<file path="src/hw/rtl/phoh_pkg.sv">
// Shared types, constants and tables of the phi occupancy histogram.
`default_nettype none
package phoh_pkg;

  // Default sizes of the histogram store
  localparam int NUM_HISTOGRAMS_DEF = 64;
  localparam int NUM_BINS_DEF       = 100;
  localparam int COUNT_WIDTH_DEF    = 32;

  // Hit decoding
  localparam int MODULE_LSB = 12;
  localparam int MODULE_W   = 6;

  // CORDIC: coordinates scaled by 256, angle in Q16 radians
  localparam int CORDIC_ITERS = 16;
  localparam int ITER_W       = 4;
  localparam int XY_W         = 32;
  localparam int Z_W          = 20;
  localparam logic signed [Z_W-1:0] HALF_PI_Q16 = 20'sd102944;

  // Binning: bin = (phi*100 + 315*2^16) * NUM_BINS / (630*2^16), taken as a
  // shift by 16 and a multiply by ceil(2^30/630), exact for dividends below 2^20
  localparam int NUM_W      = 28;
  localparam int PROD_W     = 36;
  localparam int SPAN_SHIFT = 16;
  localparam int RECIP_W    = 21;
  localparam int RECIP_SH   = 30;
  localparam int QUO_W      = 11;
  localparam logic signed [NUM_W-1:0] RANGE_LO  = 28'sd20643840;
  localparam logic [RECIP_W-1:0]      RECIP_630 = 21'd1704353;

  // Configuration register indexes
  typedef enum logic [2:0] {
    CFG_MIN_MODULE          = 3'd0,
    CFG_MAX_MODULE          = 3'd1,
    CFG_MODULE_STEP         = 3'd2,
    CFG_RUN_FILTER_ENABLE   = 3'd3,
    CFG_RUN_SELECT          = 3'd4,
    CFG_EVENT_FILTER_ENABLE = 3'd5,
    CFG_EVENT_SELECT        = 3'd6
  } cfg_idx_t;

  // Controller states
  typedef enum logic [3:0] {
    ST_CLEAR,
    ST_IDLE,
    ST_CORDIC,
    ST_SCALE,
    ST_MULT,
    ST_DIV,
    ST_ADDR,
    ST_READ,
    ST_UPDATE
  } state_t;

  // Commands from controller to datapath
  typedef struct packed {
    logic clr_en;
    logic load;
    logic cordic_step;
    logic scale;
    logic mult;
    logic div_step;
    logic addr_calc;
    logic mem_rd;
    logic finish;
  } cmd_t;

  // Status from datapath to controller
  typedef struct packed {
    logic clr_last;
    logic cordic_last;
    logic out_busy;
  } status_t;

  // Arctangent of 2^-i in Q16, rounded to nearest
  function automatic logic signed [Z_W-1:0] atan_q16(input logic [ITER_W-1:0] i);
    logic signed [Z_W-1:0] a;
    unique case (i)
      4'd0:    a = 20'sd51472;
      4'd1:    a = 20'sd30385;
      4'd2:    a = 20'sd16055;
      4'd3:    a = 20'sd8150;
      4'd4:    a = 20'sd4091;
      4'd5:    a = 20'sd2047;
      4'd6:    a = 20'sd1024;
      4'd7:    a = 20'sd512;
      4'd8:    a = 20'sd256;
      4'd9:    a = 20'sd128;
      4'd10:   a = 20'sd64;
      4'd11:   a = 20'sd32;
      4'd12:   a = 20'sd16;
      4'd13:   a = 20'sd8;
      4'd14:   a = 20'sd4;
      default: a = 20'sd2;
    endcase
    return a;
  endfunction

endpackage
`default_nettype wire

</file>
<file path="src/hw/rtl/phoh_ctrl.sv">
// Controller state machine sequencing clear, angle, binning and store update.
`default_nettype none
module phoh_ctrl (
  input  wire logic               clk,
  input  wire logic               rst_n,
  input  wire logic               in_valid,
  input  wire logic               in_kind,
  output logic                    in_ready,
  input  wire phoh_pkg::status_t  status,
  output phoh_pkg::cmd_t          cmd
);
  import phoh_pkg::*;

  state_t state_r, state_nxt;

  always_ff @(posedge clk) begin
    if (!rst_n) begin
      state_r <= ST_CLEAR;
    end else begin
      state_r <= state_nxt;
    end
  end

  // Next state
  always_comb begin
    state_nxt = state_r;
    unique case (state_r)
      ST_CLEAR:  if (status.clr_last) state_nxt = ST_IDLE;
      ST_IDLE: begin
        if (in_valid) state_nxt = in_kind ? ST_READ : ST_CORDIC;
      end
      ST_CORDIC: if (status.cordic_last) state_nxt = ST_SCALE;
      ST_SCALE:  state_nxt = ST_MULT;
      ST_MULT:   state_nxt = ST_DIV;
      ST_DIV:    state_nxt = ST_ADDR;
      ST_ADDR:   state_nxt = ST_READ;
      ST_READ:   state_nxt = ST_UPDATE;
      ST_UPDATE: if (!status.out_busy) state_nxt = ST_IDLE;
      default:   state_nxt = ST_IDLE;
    endcase
  end

  // Outputs
  always_comb begin
    cmd      = '0;
    in_ready = 1'b0;
    unique case (state_r)
      ST_CLEAR:  cmd.clr_en = 1'b1;
      ST_IDLE: begin
        in_ready = 1'b1;
        cmd.load = in_valid;
      end
      ST_CORDIC: cmd.cordic_step = 1'b1;
      ST_SCALE:  cmd.scale       = 1'b1;
      ST_MULT:   cmd.mult        = 1'b1;
      ST_DIV:    cmd.div_step    = 1'b1;
      ST_ADDR:   cmd.addr_calc   = 1'b1;
      ST_READ:   cmd.mem_rd      = 1'b1;
      ST_UPDATE: cmd.finish      = !status.out_busy;
      default: ;
    endcase
  end

endmodule
`default_nettype wire
</file>
<file path="config.mk">
export PLATFORM = sky130hd
export DESIGN_NAME = phoh_ctrl
export DESIGN_NICKNAME = d
export VERILOG_FILES = /design/src/hw/rtl/phoh_pkg.sv /design/src/hw/rtl/phoh_ctrl.sv
export SDC_FILE = /design/constraint.sdc
export NUM_CORES = 1
export LEC_CHECK = 0
export ABC_AREA = 1
export BUFFER_PORTS_ARGS = -buffer_cell sky130_fd_sc_hd__buf_2
export CAP_MARGIN = 20
export CORE_AREA = 2 2 39 41
export CTS_CLUSTER_DIAMETER = 40
export CTS_CLUSTER_SIZE = 24
export DETAILED_ROUTE_END_ITERATION = 6
export DIE_AREA = 0 0 41 43
export PLACE_DENSITY_LB_ADDON = 0.25
export SLEW_MARGIN = 20
export SYNTH_ARGS = -nofsm -noshare
export SYNTH_HDL_FRONTEND = slang
export SYNTH_SLANG_ARGS = --single-unit
</file>
<file path="constraint.sdc">
create_clock -name clk -period 1.6 [get_ports clk]
set_clock_uncertainty 0.15 [all_clocks]
set_input_delay 0.16 -clock clk [delete_from_list [all_inputs] [get_ports clk]]
set_output_delay 0.16 -clock clk [all_outputs]
set_load 0.005 [all_outputs]
</file>
==> flow_summary.json <==
{
  "fin_nets": 82,
  "hold_slack_ns": 0.0424,
  "antenna_found_initial": 0,
  "rsz0062_at_grt": "false",
  "p_per_area_nw_per_um2": 1530,
  "wl_met3_um": 59,
  "hold_buffers": 0,
  "ant_nets": 0,
  "end_kind": "output pin",
  "synth_top_family_by_area": "simple AND/OR/NAND/NOR gates",
  "rows": 14,
  "rr_startpoint": "state_r[2]",
  "die_y_um": 43,
  "p_leak_nw": 0.264,
  "drive_gt1_share_pct": 35.6,
  "path_class": "reg2out",
  "yosys_warnings": 0,
  "required_ns": 1.29,
  "wirelength_met1_um": 308,
  "diodes": 0,
  "avgSynthCellArea_um2": 5.72,
  "vias": 356,
  "path_clk_slew_ns": 0.04,
  "critPathLaunch": "state_r[2]",
  "cts_made_buffers": 3,
  "worstSetupEndpoint": "cmd[6]",
  "core-area_um2": 1380,
  "syn_inst": 54,
  "drt_iter0_markers": 4,
  "grt_overflow": 0,
  "cts_setup_buffers": 0,
  "grt_pass1_vias": 300,
  "fin_util_pct": 31.6,
  "largest_reg_flops": 4,
  "cts-root-buf": "clkbuf_4",
  "crit_arrival_ns": 1.16,
  "r2r_end": "state_r[1]",
  "viasPerCell": 4.00,
  "htreeDepth": 1,
  "post-synth-top-area-fraction_pct": 25.9,
  "synth_edf_count": 0,
  "rr_worst_depth": 6,
  "vdd_drop_max_mv": 0.441,
  "slew_headroom_pct": 82.5,
  "synth_xor_area_share_pct": 0,
  "tritoncts": "done",
  "hp-class": "in2reg",
  "ys_ff_latch": 4,
  "synth_fa_ha_area_share_pct": 0,
  "cp-start-kind": "flop",
  "dpl_worst_slack_ns": 0.321,
  "yosysMostFrequentCell": "inv_1",
  "grt_pass1_wl_um": 1140,
  "finalHoldViolations": 0,
  "top_regs": "state_r x4",
  "dr.pass1.iters": 3,
  "muxShareOfSynthArea_pct": 0,
  "drc": 0,
  "yosysTopAreaCell": "dfxtp_1",
  "worst_pin_slew_ns": 0.262,
  "die_x_um": 41,
  "max-cap-violations": 0,
  "numPortBuffers": 16,
  "dieArea_um2": 1760,
  "synth_fp_nets": 61,
  "crit_path_max_fanout": 7,
  "synth_compound_area_share_pct": 8.50,
  "fin_crit_sh_pct": 91.7,
  "slew_viol_final": 0,
  "wl_met2_um": 349,
  "synth_common_cells": "inv_1, nand2_1, nor2_1, nand3_1",
  "ys_seq_area_share_pct": 25.9,
  "hpwlAfterDp_um": 620,
  "ys_types": 12,
  "fin_crit_ns": 1.47,
  "grt_max_degree": 8,
  "outcome": "finished, final reports clean",
  "cts_buffer_depth": 2,
  "async_flop_share_pct": 0,
  "clock-sinks": 4,
  "regMostFlops": "state_r",
  "tns_ns": 0,
  "clock_latency_ns": 0.23,
  "top_layer_used": "met4",
  "wl_per_cell_um": 8.21,
  "grt_usage_pct": 10.2,
  "io_pins": 17,
  "place_congestion": 0.715,
  "fmax_mhz": 681,
  "yosys-top-cells-area": "dfxtp_1, inv_1, nand2_1, nor2_1, nand3_1",
  "power.total_mw": 0.668,
  "start_util_pct": 22.3,
  "yosys.area_share.simple_pct": 47.4,
  "worst_slack_ns": 0.132,
  "setup_viol": 0,
  "reg2reg_slack_ns": 0.34,
  "drt_wl_total_um": 731,
  "synth_area_um2": 309,
  "synth_flop_cell": "dfxtp_1",
  "syn_to_final_growth_pct": 41.7
}
[layout make-up]
cell class                      count  area, um^2
Tap cell                           16        20.0
Timing Repair Buffer               16        80.1
Clock buffer                        3        22.5
Sequential cell                     4        81.3
Inverter                           15        56.3
Multi-Input combinational cell     35         178
Fill cell                         151         946
[kinds of logic after synthesis]
family | count (synthesis)
buffers and inverters | 15
flip-flops | 4
AND/OR/NAND/NOR | 31
AO/OA/AOI/OAI | 4
[power breakdown]
group | switching (mW) | internal [mW]
logic | 0.210 | 0.150
clock network | 0.0415 | 0.0839
registers | 0.0500 | 0.132
[metrics by stage]
step           cells  area, um^2
3_3_place_gp      86         409
3_5_place_dp      86         409
4_1_cts           89         432
6_report          89         438
5_1_grt           89         438
2_1_floorplan     54         309
[critical path, stage by stage (launching register included)]
cell and delay, ns:
dfxtp_1 0.33, nor2_2 0.25, inv_1 0.09, nor3_1 0.12, buf_2 0.13
[worst min path at each step]
stage | startpoint | to | slack (ns) | depth (start not counted)
after floorplan | status[0] | state_r[3] | 0.17 | 2
after global placement | rst_n | state_r[0] | 0.30 | 3
after detailed placement | rst_n | state_r[0] | 0.28 | 3
after CTS | rst_n | state_r[0] | 0.03 | 3
after global routing | rst_n | state_r[0] | 0.04 | 3
final | rst_n | state_r[0] | 0.04 | 3
[per-layer routing]
metal	global-route usage [%]	vias up
met5	0	-
met4	12.0	0
met3	3.14	2
met2	13.8	10
met1	10.9	141
li1	-	203
[cell usage in the layout (no fill, tap or decap), drive strengths merged]
master,synthesis,final
nor3,4,4
clkbuf,0,3
buf,0,16
inv,15,15
dfxtp,4,4
nand2,8,8
nand3,6,6
o211ai,1,1
nor4,1,1
nor2,12,12
a21oi,3,3
[timing repair]
action                                  4_1_cts  5_1_grt
endpoints found under the setup margin        0        1
gates resized for setup                       0        2
hold endpoints to repair                      0        0
(Power assumes the default switching activity.)
